`config.mk`:
```
export PLATFORM = sky130hd
export DESIGN_NAME = changed_run_extractor
export DESIGN_NICKNAME = d
export VERILOG_FILES = /design/src/sv/cre_pkg.sv /design/src/sv/cre_front.sv /design/src/sv/cre_queue.sv /design/src/sv/cre_back.sv /design/src/sv/changed_run_extractor.sv
export SDC_FILE = /design/constraint.sdc
export NUM_CORES = 1
export LEC_CHECK = 0
export BUFFER_PORTS_ARGS = -buffer_cell sky130_fd_sc_hd__buf_2
export CORE_MARGIN = 2
export CORE_UTILIZATION = 30
export CTS_BUF_LIST = sky130_fd_sc_hd__clkbuf_8 sky130_fd_sc_hd__clkbuf_16
export DETAILED_ROUTE_END_ITERATION = 8
export PLACE_DENSITY = 0.58
export SLEW_MARGIN = 20
export SYNTH_ARGS = -nofsm -noshare
export SYNTH_HDL_FRONTEND = slang
export SYNTH_HIERARCHICAL = 1
export SYNTH_SLANG_ARGS = --single-unit
```
`constraint.sdc`:
```
create_clock -name clk -period 5.7 [get_ports clk]
set_clock_uncertainty 0.2 [all_clocks]
set_input_delay 1.14 -clock clk [delete_from_list [all_inputs] [get_ports clk]]
set_output_delay 1.14 -clock clk [all_outputs]
set_load 0.01 [all_outputs]
```
`src/sv/cre_pkg.sv`:
```
// Shared types and constants for the changed run extractor.
package cre_pkg;

	localparam int NET_W      = 4;
	localparam int START_W    = 20;
	localparam int BYTES_W    = 10;
	localparam int VAL_W      = 32;
	localparam int SEEN_W     = 20;
	localparam int RUN_W      = 10;
	localparam int POS_W      = 21;
	localparam int CFG_IDX_W  = 2;
	localparam int CFG_DATA_W = 20;
	localparam int Q_DEPTH    = 4;
	localparam int Q_PTR_W    = 2;

	typedef enum logic [1:0] {
		MODE_NONE = 2'd0,
		MODE_BYTE = 2'd1,
		MODE_WORD = 2'd2
	} cre_mode_t;

	localparam logic [CFG_IDX_W-1:0] CFG_NETWORK = 2'd0;
	localparam logic [CFG_IDX_W-1:0] CFG_WATCH   = 2'd1;
	localparam logic [CFG_IDX_W-1:0] CFG_MODE    = 2'd2;

	typedef struct packed {
		logic [VAL_W-1:0] live_value;
		logic [VAL_W-1:0] shadow_value;
		logic             last_element;
	} cre_in_t;

	typedef struct packed {
		logic [NET_W-1:0]   network;
		logic [START_W-1:0] range_start;
		logic [BYTES_W-1:0] range_bytes;
		logic               final_of_input;
	} cre_out_t;

	// One pending report: element position (base plus end index), scale and run length.
	typedef struct packed {
		logic [POS_W-1:0] pos;
		logic             word;
		logic [RUN_W-1:0] run;
	} cre_rec_t;

	// One queue entry: every report caused by one item.
	typedef struct packed {
		logic [NET_W-1:0] net;
		logic             two;
		cre_rec_t         rec0;
		cre_rec_t         rec1;
	} cre_entry_t;

endpackage

```
`src/sv/cre_front.sv`:
```
// Front part: configuration registers, change detection and run bookkeeping.
module cre_front #(
	parameter int MAX_RUN_BYTES = 1024,
	parameter int NETWORKS      = 16
) (
	input  logic                              clk,
	input  logic                              arst_n,
	input  logic                              cfg_valid,
	input  logic [cre_pkg::CFG_IDX_W-1:0]     cfg_index,
	input  logic [cre_pkg::CFG_DATA_W-1:0]    cfg_data,
	input  logic                              accept,
	input  cre_pkg::cre_in_t                  item,
	output logic                              push,
	output cre_pkg::cre_entry_t               entry
);

	localparam int LIM_BITS = $clog2(MAX_RUN_BYTES) + 1;
	localparam int LW = (LIM_BITS > cre_pkg::RUN_W) ? LIM_BITS : cre_pkg::RUN_W;
	localparam logic [LW-1:0] LIM_BYTE = LW'(MAX_RUN_BYTES - 1);
	localparam logic [LW-1:0] LIM_WORD = LW'(MAX_RUN_BYTES / 4 - 1);

	logic [cre_pkg::NET_W-1:0]   net_q;
	logic [cre_pkg::START_W-1:0] watch_q;
	logic [1:0]                  mode_q;
	logic [cre_pkg::SEEN_W-1:0]  seen_q;
	logic [cre_pkg::RUN_W-1:0]   run_q;

	logic                        is_byte;
	logic                        is_word;
	logic                        active;
	logic                        changed;
	logic [cre_pkg::START_W-1:0] base;
	logic [LW-1:0]               limit;
	logic                        close;
	logic                        emit_ok;
	logic [cre_pkg::RUN_W-1:0]   run_mid;
	logic [cre_pkg::RUN_W-1:0]   run_new;
	logic [cre_pkg::SEEN_W-1:0]  seen_new;
	logic                        c0;
	logic                        c1;
	cre_pkg::cre_rec_t           rec_close;
	cre_pkg::cre_rec_t           rec_flush;

	always_ff @(posedge clk or negedge arst_n) begin
		if (!arst_n) begin
			net_q   <= '0;
			watch_q <= '0;
			mode_q  <= cre_pkg::MODE_WORD;
		end else if (cfg_valid) begin
			unique case (cfg_index)
				cre_pkg::CFG_NETWORK: net_q   <= cfg_data[cre_pkg::NET_W-1:0];
				cre_pkg::CFG_WATCH:   watch_q <= cfg_data[cre_pkg::START_W-1:0];
				cre_pkg::CFG_MODE:    mode_q  <= cfg_data[1:0];
				default: ;
			endcase
		end
	end

	always_comb begin
		is_byte  = (mode_q == cre_pkg::MODE_BYTE);
		is_word  = (mode_q == cre_pkg::MODE_WORD);
		active   = is_byte || is_word;
		changed  = is_byte ? (item.live_value[7:0] != item.shadow_value[7:0])
		                   : (item.live_value != item.shadow_value);
		base     = is_byte ? watch_q : {2'b00, watch_q[cre_pkg::START_W-1:2]};
		limit    = is_byte ? LIM_BYTE : LIM_WORD;
		close    = (LW'(run_q) == limit) || (!changed && (run_q != '0));
		emit_ok  = int'(net_q) < NETWORKS;
		run_mid  = close ? '0 : run_q;
		run_new  = changed ? cre_pkg::RUN_W'(run_mid + 1'b1) : run_mid;
		seen_new = cre_pkg::SEEN_W'(seen_q + 1'b1);

		// Close report ends before this element; flush report includes it.
		rec_close.pos  = cre_pkg::POS_W'(base) + cre_pkg::POS_W'(seen_q);
		rec_close.word = is_word;
		rec_close.run  = run_q;
		rec_flush.pos  = cre_pkg::POS_W'(base) + cre_pkg::POS_W'(seen_new);
		rec_flush.word = is_word;
		rec_flush.run  = run_new;

		c0 = active && close && emit_ok;
		c1 = active && item.last_element && (run_new != '0) && emit_ok;

		entry.net  = net_q;
		entry.two  = c0 && c1;
		entry.rec0 = c0 ? rec_close : rec_flush;
		entry.rec1 = rec_flush;
		push       = accept && (c0 || c1);
	end

	always_ff @(posedge clk or negedge arst_n) begin
		if (!arst_n) begin
			seen_q <= '0;
			run_q  <= '0;
		end else if (accept) begin
			if (item.last_element) begin
				seen_q <= '0;
				run_q  <= '0;
			end else if (active) begin
				seen_q <= seen_new;
				run_q  <= run_new;
			end
		end
	end

endmodule

```
`src/sv/cre_queue.sv`:
```
// Short entry queue between the front and back parts.
module cre_queue (
	input  logic                clk,
	input  logic                arst_n,
	input  logic                push,
	input  cre_pkg::cre_entry_t din,
	input  logic                pop,
	output cre_pkg::cre_entry_t dout,
	output logic                empty,
	output logic                full
);

	cre_pkg::cre_entry_t         mem_q [cre_pkg::Q_DEPTH];
	logic [cre_pkg::Q_PTR_W-1:0] wr_q;
	logic [cre_pkg::Q_PTR_W-1:0] rd_q;
	logic [cre_pkg::Q_PTR_W:0]   cnt_q;

	assign empty = (cnt_q == '0);
	assign full  = (cnt_q == (cre_pkg::Q_PTR_W + 1)'(cre_pkg::Q_DEPTH));
	assign dout  = mem_q[rd_q];

	always_ff @(posedge clk) begin
		if (push) begin
			mem_q[wr_q] <= din;
		end
	end

	always_ff @(posedge clk or negedge arst_n) begin
		if (!arst_n) begin
			wr_q  <= '0;
			rd_q  <= '0;
			cnt_q <= '0;
		end else begin
			if (push) begin
				wr_q <= cre_pkg::Q_PTR_W'(wr_q + 1'b1);
			end
			if (pop) begin
				rd_q <= cre_pkg::Q_PTR_W'(rd_q + 1'b1);
			end
			unique case ({push, pop})
				2'b10:   cnt_q <= cnt_q + 1'b1;
				2'b01:   cnt_q <= cnt_q - 1'b1;
				default: cnt_q <= cnt_q;
			endcase
		end
	end

endmodule

```
`src/sv/cre_back.sv`:
```
// Back part: one report per cycle unless stalled; starts reduced modulo memory size.
module cre_back #(
	parameter int MEMORY_BYTES = 1048576
) (
	input  logic                clk,
	input  logic                arst_n,
	input  logic                q_valid,
	input  cre_pkg::cre_entry_t q_entry,
	output logic                pop,
	output logic                run_valid,
	input  logic                run_stall,
	output cre_pkg::cre_out_t   run_item
);

	// Offset that keeps start minus length non-negative before the reduction.
	localparam longint MEM_L  = longint'(MEMORY_BYTES);
	localparam longint BOFF_L = MEM_L * ((64'd4096 + MEM_L - 1) / MEM_L);
	localparam int     DW     = $clog2(64'd8388608 + BOFF_L + MEM_L);
	localparam longint RECIP  = (64'd1 << DW) / MEM_L;
	localparam int     RW     = $clog2(RECIP + 1);
	localparam int     MW     = $clog2(MEM_L + 1);
	localparam logic [DW-1:0] BOFF_D = DW'(BOFF_L);
	localparam logic [DW-1:0] MEM_D  = DW'(MEM_L);
	localparam logic [RW-1:0] RECIP_R = RW'(RECIP);
	localparam logic [MW-1:0] MEM_M   = MW'(MEM_L);

	logic              adv;
	logic              sel_q;
	cre_pkg::cre_rec_t cur;
	logic              last_rec;
	logic              issue;
	logic [22:0]       a_byte;
	logic [11:0]       b_byte;

	logic                        v_s1;
	logic [DW-1:0]               d_s1;
	logic [cre_pkg::BYTES_W-1:0] bytes_s1;
	logic [cre_pkg::NET_W-1:0]   net_s1;
	logic                        fin_s1;

	logic                        v_s2;
	logic [DW-1:0]               d_s2;
	logic [RW-1:0]               q_s2;
	logic [cre_pkg::BYTES_W-1:0] bytes_s2;
	logic [cre_pkg::NET_W-1:0]   net_s2;
	logic                        fin_s2;

	logic                        v_s3;
	logic [DW-1:0]               r0_s3;
	logic [cre_pkg::BYTES_W-1:0] bytes_s3;
	logic [cre_pkg::NET_W-1:0]   net_s3;
	logic                        fin_s3;

	logic [DW+RW-1:0]  prod;
	logic [RW+MW-1:0]  qm;
	logic [DW-1:0]     r_fin;
	logic              ov_q;
	cre_pkg::cre_out_t out_q;

	always_comb begin
		adv      = !(ov_q && run_stall);
		cur      = sel_q ? q_entry.rec1 : q_entry.rec0;
		last_rec = sel_q || !q_entry.two;
		issue    = adv && q_valid;
		pop      = issue && last_rec;
		a_byte   = cur.word ? {cur.pos, 2'b00} : {2'b00, cur.pos};
		b_byte   = cur.word ? {cur.run, 2'b00} : {2'b00, cur.run};
		prod     = DW'(d_s1) * (DW + RW)'(RECIP_R);
		qm       = (RW + MW)'(q_s2) * (RW + MW)'(MEM_M);
		r_fin    = (r0_s3 >= MEM_D) ? (r0_s3 - MEM_D) : r0_s3;
	end

	always_ff @(posedge clk or negedge arst_n) begin
		if (!arst_n) begin
			sel_q <= 1'b0;
			v_s1  <= 1'b0;
			v_s2  <= 1'b0;
			v_s3  <= 1'b0;
			ov_q  <= 1'b0;
		end else if (adv) begin
			if (issue) begin
				sel_q <= !last_rec;
			end
			v_s1 <= issue;
			v_s2 <= v_s1;
			v_s3 <= v_s2;
			ov_q <= v_s3;
		end
	end

	always_ff @(posedge clk) begin
		if (adv) begin
			d_s1     <= DW'(a_byte) + BOFF_D - DW'(b_byte);
			bytes_s1 <= b_byte[cre_pkg::BYTES_W-1:0];
			net_s1   <= q_entry.net;
			fin_s1   <= last_rec;

			d_s2     <= d_s1;
			q_s2     <= prod[DW+RW-1:DW];
			bytes_s2 <= bytes_s1;
			net_s2   <= net_s1;
			fin_s2   <= fin_s1;

			r0_s3    <= d_s2 - DW'(qm);
			bytes_s3 <= bytes_s2;
			net_s3   <= net_s2;
			fin_s3   <= fin_s2;

			out_q.network        <= net_s3;
			out_q.range_start    <= r_fin[cre_pkg::START_W-1:0];
			out_q.range_bytes    <= bytes_s3;
			out_q.final_of_input <= fin_s3;
		end
	end

	assign run_valid = ov_q;
	assign run_item  = out_q;

endmodule

```
`src/sv/changed_run_extractor.sv`:
```
// Top level of the changed run extractor: front, queue and back wired together.
// Throughput: one item per cycle in while the queue has room; the back emits one report
//   per cycle when run_stall is low, so an item with two reports holds the back for
//   both of them; a four-entry queue absorbs it.
// Reset clears the run state and the queue, and loads the registers with their
//   defaults (network 0, watch start 0, word mode); no clearing pass follows.
module changed_run_extractor #(
	parameter int MAX_RUN_BYTES = 1024,
	parameter int MEMORY_BYTES  = 1048576,
	parameter int NETWORKS      = 16
) (
	input  logic                           clk,
	input  logic                           arst_n,
	input  logic                           elem_valid,
	output logic                           elem_stall,
	input  cre_pkg::cre_in_t               elem,
	output logic                           run_valid,
	input  logic                           run_stall,
	output cre_pkg::cre_out_t              run_item,
	input  logic                           cfg_valid,
	output logic                           cfg_ready,
	input  logic [cre_pkg::CFG_IDX_W-1:0]  cfg_index,
	input  logic [cre_pkg::CFG_DATA_W-1:0] cfg_data
);

	logic                accept;
	logic                push;
	logic                pop;
	logic                q_empty;
	logic                q_full;
	cre_pkg::cre_entry_t push_entry;
	cre_pkg::cre_entry_t head_entry;

	// Registers are plain flops; take a write in any cycle.
	assign cfg_ready = 1'b1;

	// Stall the element stream only when the queue has no room left.
	assign elem_stall = q_full;
	assign accept     = elem_valid && !elem_stall;

	// Classify the element and advance run state as soon as it is accepted.
	cre_front #(
		.MAX_RUN_BYTES (MAX_RUN_BYTES),
		.NETWORKS      (NETWORKS)
	) u_front (
		.clk       (clk),
		.arst_n    (arst_n),
		.cfg_valid (cfg_valid && cfg_ready),
		.cfg_index (cfg_index),
		.cfg_data  (cfg_data),
		.accept    (accept),
		.item      (elem),
		.push      (push),
		.entry     (push_entry)
	);

	// Hold pending reports so the front keeps going while the output stalls.
	cre_queue u_queue (
		.clk    (clk),
		.arst_n (arst_n),
		.push   (push),
		.din    (push_entry),
		.pop    (pop),
		.dout   (head_entry),
		.empty  (q_empty),
		.full   (q_full)
	);

	// Compute wrapped start addresses and drive the output register.
	cre_back #(
		.MEMORY_BYTES (MEMORY_BYTES)
	) u_back (
		.clk       (clk),
		.arst_n    (arst_n),
		.q_valid   (!q_empty),
		.q_entry   (head_entry),
		.pop       (pop),
		.run_valid (run_valid),
		.run_stall (run_stall),
		.run_item  (run_item)
	);

endmodule

```
==> flow_summary.yaml, run 1 <==
grt:
  grt.total_usage_pct: 12.2
  antenna_found_initial: 0
  grt_pass1_vias: 12974
  overflow: 0
  grt_first_pass_wirelength_mm: 74.1
  grt_max_degree: 77
drt:
  wirelength_mm: 46.8
  via_count: 12639
  detail_route.wl_per_cell_um: 17.6
  ant_nets: 0
  drc: 0
  viasPerCell: 4.77
  drt_iter0_drc: 870
  dr.pass1.iters: 5
clock_tree:
  cts_htree_levels: 2
  root_buffer: "clkbuf_16"
  cts_buffer_depth: 3
  post_cts_buffers: 0
  cts_inserted_buffers: 53
  cts_resized: 0
  cts_hold_repair.buffers: 0
  cts_tree: "yes"
  clk_latency_ns: 0.59
  cts_sinks: 476
  path_clk_slew_ns: 0.06
floorplan:
  die_area_um2: 77100
  io_pins: 130
  die_h_um: 278
  start_util_pct: 30.2
  die_width_um: 278
  rows: 100
  fp.coreArea_um2: 74300
layout:
  ff_latch_area_um2: 14000
  syn2layout_area_growth_pct: 15.3
  antenna_cells: 0
  post-route-util_pct: 34.8
  nNetsFinal: 1815
  drive_gt1_share_pct: 23.4
  multi_input_area_um2: 7890
  fillers: 7174
power_and_ir_drop:
  leakagePower_nw: 9.79
  power_mw: 14.9
  ir_worst_vdd_uv: 274
  pwr_density_cell_nw_per_um2: 574
sta:
  period_share_pct: 88.9
  rsz0062_at_grt: "no"
  setup_violations: 0
  tns_ns: 0
  fin_crit_ns: 5.07
  tightestPinTransition_ns: 0.995
  maxSlewViolCount: 0
  finalHoldViolations: 0
  slew_headroom_pct: 33.6
  hold_ws_ns: 0.210
  finalWorstSetupSlack_ns: 0.631
  clock.fmax_mhz: 197
critical_path:
  r2r-end: "u_queue/cnt_q[2]"
  rrSetupSlack_ns: 0.66
  worst_r2r_path_depth: 23
  arrival_ns: 5.39
  cp_max_fo: 8
  critPathCaptureType: "flip-flop"
  r2r-start: "u_front/mode_q[1]"
  start_kind: "input port"
  crit_type: "input port to flip-flop"
  cp_data_required_time_ns: 6.02
synthesis:
  ys_warn_count: 6
  synth_nets: 1675
  synth_cells: 1500
  synth.avg_cell_area_um2: 15.0
  syn-cell-area_um2: 22500
min_path:
  holdPathEnd: "u_back/r0_s3[2]"
  holdPathStages: 0
  worstHoldStart: "u_back/d_s2[2]"
  hold_class: "flip-flop to flip-flop"
place:
  port_buffers: 128
  pre_cts_slack_ns: 0.0372
  hpwlAfterDp_mm: 32.0
  finalWeightedCongestion: 0.850
job:
  cap_violations: 0
status:
  status: "completed"
-- registers in the layout, summed over array words and instances (netlist names), 3 cells and up --
register,flops
u_queue/cnt_q,3
u_back/run_item,35
u_back/d_s2,20
u_back/d_s1,20
u_back/r0_s3,20
u_front/run_q,10
u_back/net_s2,4
u_back/bytes_s3,10
u_back/net_s3,4
u_queue/mem_q,268
u_front/watch_q,20
u_back/bytes_s1,10
u_front/seen_q,20
u_back/bytes_s2,10
u_back/net_s1,4
u_front/net_q,4
-- critical path, cell delays in order --
cell	delay, ns
buf_2	0.10
xor2_1	0.15
nor4_1	0.40
nand4_1	0.22
o21ba_1	0.27
nor2_1	0.16
nor2_1	0.10
and2_1	0.17
ha_1	0.25
nand3_1	0.10
a31oi_1	0.06
o2111ai_1	0.17
xor2_1	0.18
nor2_1	0.14
o41ai_2	0.34
a21oi_1	0.10
buf_4	0.18
inv_1	0.08
ha_1	0.17
inv_1	0.06
fa_1	0.37
xor2_1	0.15
nor2_1	0.13
xor2_1	0.16
-- area by class of cell --
class,instances,area share (%)
Sequential cell,476,53.9
Timing Repair Buffer,150,3.43
Clock inverter,40,1.51
Inverter,52,0.754
Multi-Input combinational cell,907,30.4
Clock buffer,56,5.28
Tap cell,969,4.68
-- how the worst max path moves through the flow --
stage | startpoint | end | cells past startpoint
6_report | elem[19] | u_queue/cnt_q[2] | 24
5_1_grt | u_front/mode_q[1] | u_queue/cnt_q[2] | 23
4_1_cts | u_front/mode_q[1] | u_queue/cnt_q[2] | 23
3_5_place_dp | elem[19] | u_queue/cnt_q[2] | 24
3_3_place_gp | elem[19] | u_queue/cnt_q[2] | 24
2_1_floorplan | elem[28] | u_queue/mem_q[1][0] | 16
-- power breakdown --
group | internal, mW | switching, mW
clock | 2.05 | 1.37
combinational | 2.58 | 3.59
sequential | 5.04 | 0.246
-- cells in the final DEF (no fill, tap or decap), types with 15 or more instances in the layout --
master       n
mux4_2      66
o21ai_0     54
a21o_1      25
mux2i_1     27
buf_4       16
clkbuf_16   53
edfxtp_1   408
a22o_1      19
nand2_1     87
xor2_1      73
ha_1        79
a211oi_1    17
nor2_1      53
and3_1      17
o21a_1      25
nor2b_1     15
mux2_2      64
a21oi_1     54
nand3_1     25
buf_2      127
dfrtp_1     65
inv_1       59
xnor2_1     40
-- metal layers --
layer | vias up | part of all wire (%) | global-route usage (%)
met2 | 275 | 48 | 20.1
li1 | 6025 | - | -
met1 | 6265 | 46 | 16.4
met3 | 74 | 4.2 | 2.22
met4 | 0 | 2.3 | 3.53
met5 | - | 0 | 0
-- through the flow --
step	cell area (µm²)	cells
CTS	25900	2649
finish	25900	2650
floorplan	22500	1500
global placement	24100	2553
global route	25900	2650
detailed placement	24100	2553
(Power assumes the default switching activity.)
==> run 2: changes to the inputs <==
- PLACE_DENSITY: 0.58 -> 0.56
- RECOVER_POWER: not set -> 50
- clock period: 5.7 -> 6.36 ns (I/O delays scaled with it)
==> run 2 against run 1 <==
  * The flow now finishes with violations (capacitance limit, slew limit)
  * Routed wire length grew 2.6%
  * Sequential share of layout area rose by 0.10 points
  * Highest routed layer unchanged
  * Critical path depth down 9
  * Sequential power is 10% lower
  * Final cell count rose by 0.11%
  * Hold slack got worse by 0.0018 ns
  * Largest power group unchanged
  * Power shrank 9.8%
  * First-iteration DRC count down 9.7%
==> flow_summary.yaml, run 2 (synthesis gave the netlist of run 1 again) <==
clock_tree:
  cts_hold_repair.buffers: 0
  clk_latency_ns: 0.61
  post_cts_buffers: 0
  cts_buffer_depth: 3
  cts_tree: "yes"
  root_buffer: "clkbuf_16"
  cts_inserted_buffers: 52
  cts_htree_levels: 2
  path_clk_slew_ns: 0.06
  cts_sinks: 476
  cts_resized: 0
layout:
  regMostFlops: "u_queue/mem_q"
  antenna_cells: 0
  nNetsFinal: 1815
  drive_gt1_share_pct: 20.7
  final_cells: 2653
  multi_input_area_um2: 7850
  ff_latch_area_um2: 14000
  fillers: 7209
  largest_reg_flops: 268
  syn2layout_area_growth_pct: 15.1
  final_common_cell: "edfxtp_1"
  most-common-layout-cells: "408 x edfxtp_1, 88 x nand2_1, 87 x buf_2"
floorplan:
  start_util_pct: 30.2
  die_h_um: 278
  die_width_um: 278
  fp.coreArea_um2: 74300
  die_area_um2: 77100
  io_pins: 130
  rows: 100
drt:
  ant_nets: 0
  dr.pass1.iters: 5
  via_count: 12578
  wirelength_mm: 48.0
  detail_route.wl_per_cell_um: 18.1
  drc: 0
  drt_iter0_drc: 786
  viasPerCell: 4.74
sta:
  finalHoldViolations: 0
  finalWorstSetupSlack_ns: 0.666
  tightestPinTransition_ns: 3.75
  period_share_pct: 89.5
  clock.fmax_mhz: 176
  hold_ws_ns: 0.208
  maxSlewViolCount: 192
  slew_headroom_pct: -150
  setup_violations: 0
  fin_crit_ns: 5.69
  rsz0062_at_grt: "no"
  tns_ns: 0
power_and_ir_drop:
  swShare_pct: 35.2
  pwr_density_cell_nw_per_um2: 519
  leakagePower_nw: 9.66
  comb_power_share_pct: 41.1
  p_seq_share_pct: 35.3
  power_frac_clock_pct: 23.5
  p_sw_mw: 4.72
  ir_worst_vdd_uv: 268
  p_int_mw: 8.70
grt:
  overflow: 0
  grt.total_usage_pct: 12.5
  grt_first_pass_wirelength_mm: 75.6
  antenna_found_initial: 0
  grt_pass1_vias: 13174
  grt_max_degree: 69
min_path:
  hold_class: "flip-flop to flip-flop"
critical_path:
  critPathCaptureType: "flip-flop"
  crit_type: "flip-flop to flip-flop"
  start_kind: "flip-flop"
  arrival_ns: 5.77
  cp_data_required_time_ns: 6.43
  cp_max_fo: 20
place:
  finalWeightedCongestion: 0.840
  placed_cells: 2554
  port_buffers: 128
  pre_cts_slack_ns: 0.432
  hpwlAfterDp_mm: 33.3
status:
  status: "finished, violations left"
  violations: "capacitance limit, slew limit"
job:
  cap_violations: 4
-- run 2: changes by cell type in the layout (fill, tap and decap cells not counted), moves of 3 or more --
cell / before / now
and2_0: 0 / 3
and2_1: 10 / 7
clkinvlp_4: 1 / 4
clkinv_1: 9 / 6
clkbuf_1: 0 / 47
buf_4: 16 / 13
inv_1: 59 / 56
buf_2: 127 / 87
-- run 2: final timing paths --
path,startpoint,endpoint,slack [ns],cells past startpoint
setup / recovery,u_front/mode_q[1],u_queue/mem_q[1][29],0.67,15
hold reg to reg,u_back/d_s2[12],u_back/r0_s3[12],0.21,0
max in group asynchronous,arst_n,u_queue/rd_q[1],1.54,2
min in group asynchronous,arst_n,u_back/run_valid,0.35,1
hold / removal,u_back/d_s2[12],u_back/r0_s3[12],0.21,0
setup reg to reg,u_front/mode_q[1],u_queue/mem_q[1][29],0.67,15
-- run 2: power groups by stage --
stage	clock, mW	combinational, mW	sequential, mW
after floorplan	0	4.35	4.78
after global placement	0	5.47	4.79
after detailed placement	0	5.56	4.81
after CTS	3.27	5.61	4.75
after global routing	3.39	6.18	4.82
final	3.16	5.52	4.74
-- run 2: cell type report --
type | instances | area share [%]
Inverter | 52 | 0.755
Sequential cell | 476 | 54.0
Clock inverter | 41 | 1.77
Multi-Input combinational cell | 907 | 30.4
Tap cell | 969 | 4.69
Timing Repair Buffer | 151 | 3.06
Clock buffer | 57 | 5.35
-- run 2: per-stage QoR --
stage,power (mW),instance area [µm²],utilization (%)
finish,13.4,25800,34.8
global route,14.4,25800,34.8
CTS,13.6,25900,34.9
detailed placement,10.4,24100,32.4
global placement,10.3,24100,32.4
floorplan,9.13,22500,-
-- run 2: worst max-delay path, cell delays in order, from the launching register on --
cell	delay, ns
dfstp_1	0.38
inv_1	0.06
ha_1	0.49
clkbuf_1	0.89
mux2_1	0.34
ha_1	0.22
inv_1	0.07
fa_1	0.40
nor2b_1	0.14
o21ai_1	0.09
a21boi_0	0.40
o21ai_1	0.23
o31a_1	0.40
a21oi_1	0.25
a311oi_1	0.16
nor3_1	0.63
-- run 2: routing by layer --
| metal | part of all wire (%) | up-vias | GRT usage, % | wire length [µm] |
|---|---|---|---|---|
| li1 | - | 6018 | - | - |
| met1 | 45 | 6265 | 16.3 | 21700 |
| met2 | 48 | 223 | 20.8 | 22800 |
| met3 | 4.2 | 72 | 2.39 | 2000 |
| met4 | 3.0 | 0 | 4.34 | 1440 |
| met5 | 0 | - | 0 | 0 |
==> run 3: changes to the inputs <==
- RECOVER_POWER: 50 -> 25
==> run 3 against run 2 <==
  * The run still ends with capacitance limit, slew limit left
  * Sequential share of layout area decreased by 0.15 points
  * Power is 0.20% higher
  * Final cell count is the same
  * Critical path depth is 2 lower
  * Register-to-register slack better by 0.13 ns
  * Sequential power hardly changed
  * Maximum frequency grew 2.4%
  * Die area unchanged
  * Highest routed layer unchanged
==> flow_summary.yaml, run 3 (synthesis gave the netlist of run 1 again) <==
layout:
  syn2layout_area_growth_pct: 15.4
  drive_gt1_share_pct: 23.4
  final_cells: 2653
  fin_area_um2: 25900
  final_common_cell: "edfxtp_1"
  most-common-layout-cells: "408 x edfxtp_1, 124 x buf_2, 88 x nand2_1"
  nNetsFinal: 1815
  regMostFlops: "u_queue/mem_q"
  fillers: 7186
  antenna_cells: 0
  largest_reg_flops: 268
critical_path:
  arrival_ns: 5.69
  cp_max_fo: 37
  crit_type: "flip-flop to flip-flop"
  critPathCaptureType: "flip-flop"
  start_kind: "flip-flop"
  cp_data_required_time_ns: 6.49
sta:
  clock.fmax_mhz: 180
  finalHoldViolations: 0
  maxSlewViolCount: 102
  fin_crit_ns: 5.56
  slew_headroom_pct: -150
  tightestPinTransition_ns: 3.75
  period_share_pct: 87.4
  tns_ns: 0
  rsz0062_at_grt: "no"
  setup_violations: 0
drt:
  wirelength_mm: 48.0
  dr.pass1.iters: 5
  via_count: 12582
  viasPerCell: 4.74
  drt_iter0_drc: 787
  ant_nets: 0
  drc: 0
  detail_route.wl_per_cell_um: 18.1
status:
  status: "finished, violations left"
  violations: "capacitance limit, slew limit"
clock_tree:
  path_clk_slew_ns: 0.06
  cts_inserted_buffers: 52
  clk_latency_ns: 0.61
  cts_tree: "yes"
  cts_htree_levels: 2
  root_buffer: "clkbuf_16"
  cts_resized: 0
  cts_hold_repair.buffers: 0
  cts_sinks: 476
  cts_buffer_depth: 3
  post_cts_buffers: 0
job:
  cap_violations: 2
grt:
  overflow: 0
  grt_first_pass_wirelength_mm: 75.6
  antenna_found_initial: 0
  grt_max_degree: 69
  grt_pass1_vias: 13174
  grt.total_usage_pct: 12.5
floorplan:
  start_util_pct: 30.2
  die_h_um: 278
  fp.coreArea_um2: 74300
  rows: 100
  die_area_um2: 77100
  die_width_um: 278
  io_pins: 130
place:
  hpwlAfterDp_mm: 33.3
  detailed_place.area_um2: 24100
  finalWeightedCongestion: 0.840
  port_buffers: 128
  placed_cells: 2554
min_path:
  hold_class: "flip-flop to flip-flop"
power_and_ir_drop:
  power_mw: 13.4
  leakagePower_nw: 9.78
  ir_worst_vdd_uv: 268
  pwr_density_cell_nw_per_um2: 519
==> run 3: where the power goes <==
group	internal (mW)	switching, mW	leakage [nW]
Sequential	4.52	0.219	4.69
Clock	1.90	1.26	0.913
Combinational	2.31	3.24	4.18
==> run 3: metal layers <==
metal  wire length [µm]  global-route usage [%]  vias to the layer above
met3               1980                    2.39                       69
met5                  0                       0                        -
met2              22900                    20.8                      238
met1              21600                    16.3                     6251
li1                   -                       -                     6024
met4               1430                    4.34                        0
==> run 3: cell type report <==
cell class	count	area, µm²	share of cell area [%]
clock buffer	57	1380	5.33
multi-input combinational	907	7870	30.4
clock inverter	41	457	1.76
sequential	476	14000	53.9
inverter	52	195	0.753
timing repair buffer	151	847	3.27
tap	969	1210	4.68
==> run 3: worst paths after layout <==
path	from	slack, ns	depth (start not counted)	endpoint
setup / recovery	u_queue/rd_q[1]	0.80	13	u_back/d_s1[19]
hold / removal	u_back/d_s2[12]	0.21	0	u_back/r0_s3[12]
setup reg to reg	u_queue/rd_q[1]	0.80	13	u_back/d_s1[19]
hold reg to reg	u_back/d_s2[12]	0.21	0	u_back/r0_s3[12]
max in group asynchronous	arst_n	1.28	2	u_queue/rd_q[0]
min in group asynchronous	arst_n	0.35	1	u_back/run_valid
==> run 3: metrics by stage <==
step | setup slack [ns] | hold WS [ns] | utilization (%)
floorplan | 0.173 | 0.200 | -
global placement | 0.542 | 0.201 | 32.4
detailed placement | 0.432 | 0.205 | 32.4
CTS | 1.06 | 0.216 | 34.9
global route | 0.316 | 0.219 | 34.9
finish | 0.800 | 0.207 | 34.9
==> run 3: critical path: stages, from the launching register on <==
cell and delay [ns]:
dfrtp_2 0.40, clkbuf_1 1.74, mux4_2 0.61, mux2_2 0.18
nand2_1 0.05, o21a_1 0.17, ha_1 0.31, inv_1 0.06
fa_1 0.44, nand2b_1 0.18, a21oi_1 0.28, o21a_4 0.22
o21ai_0 0.08, a211o_1 0.31
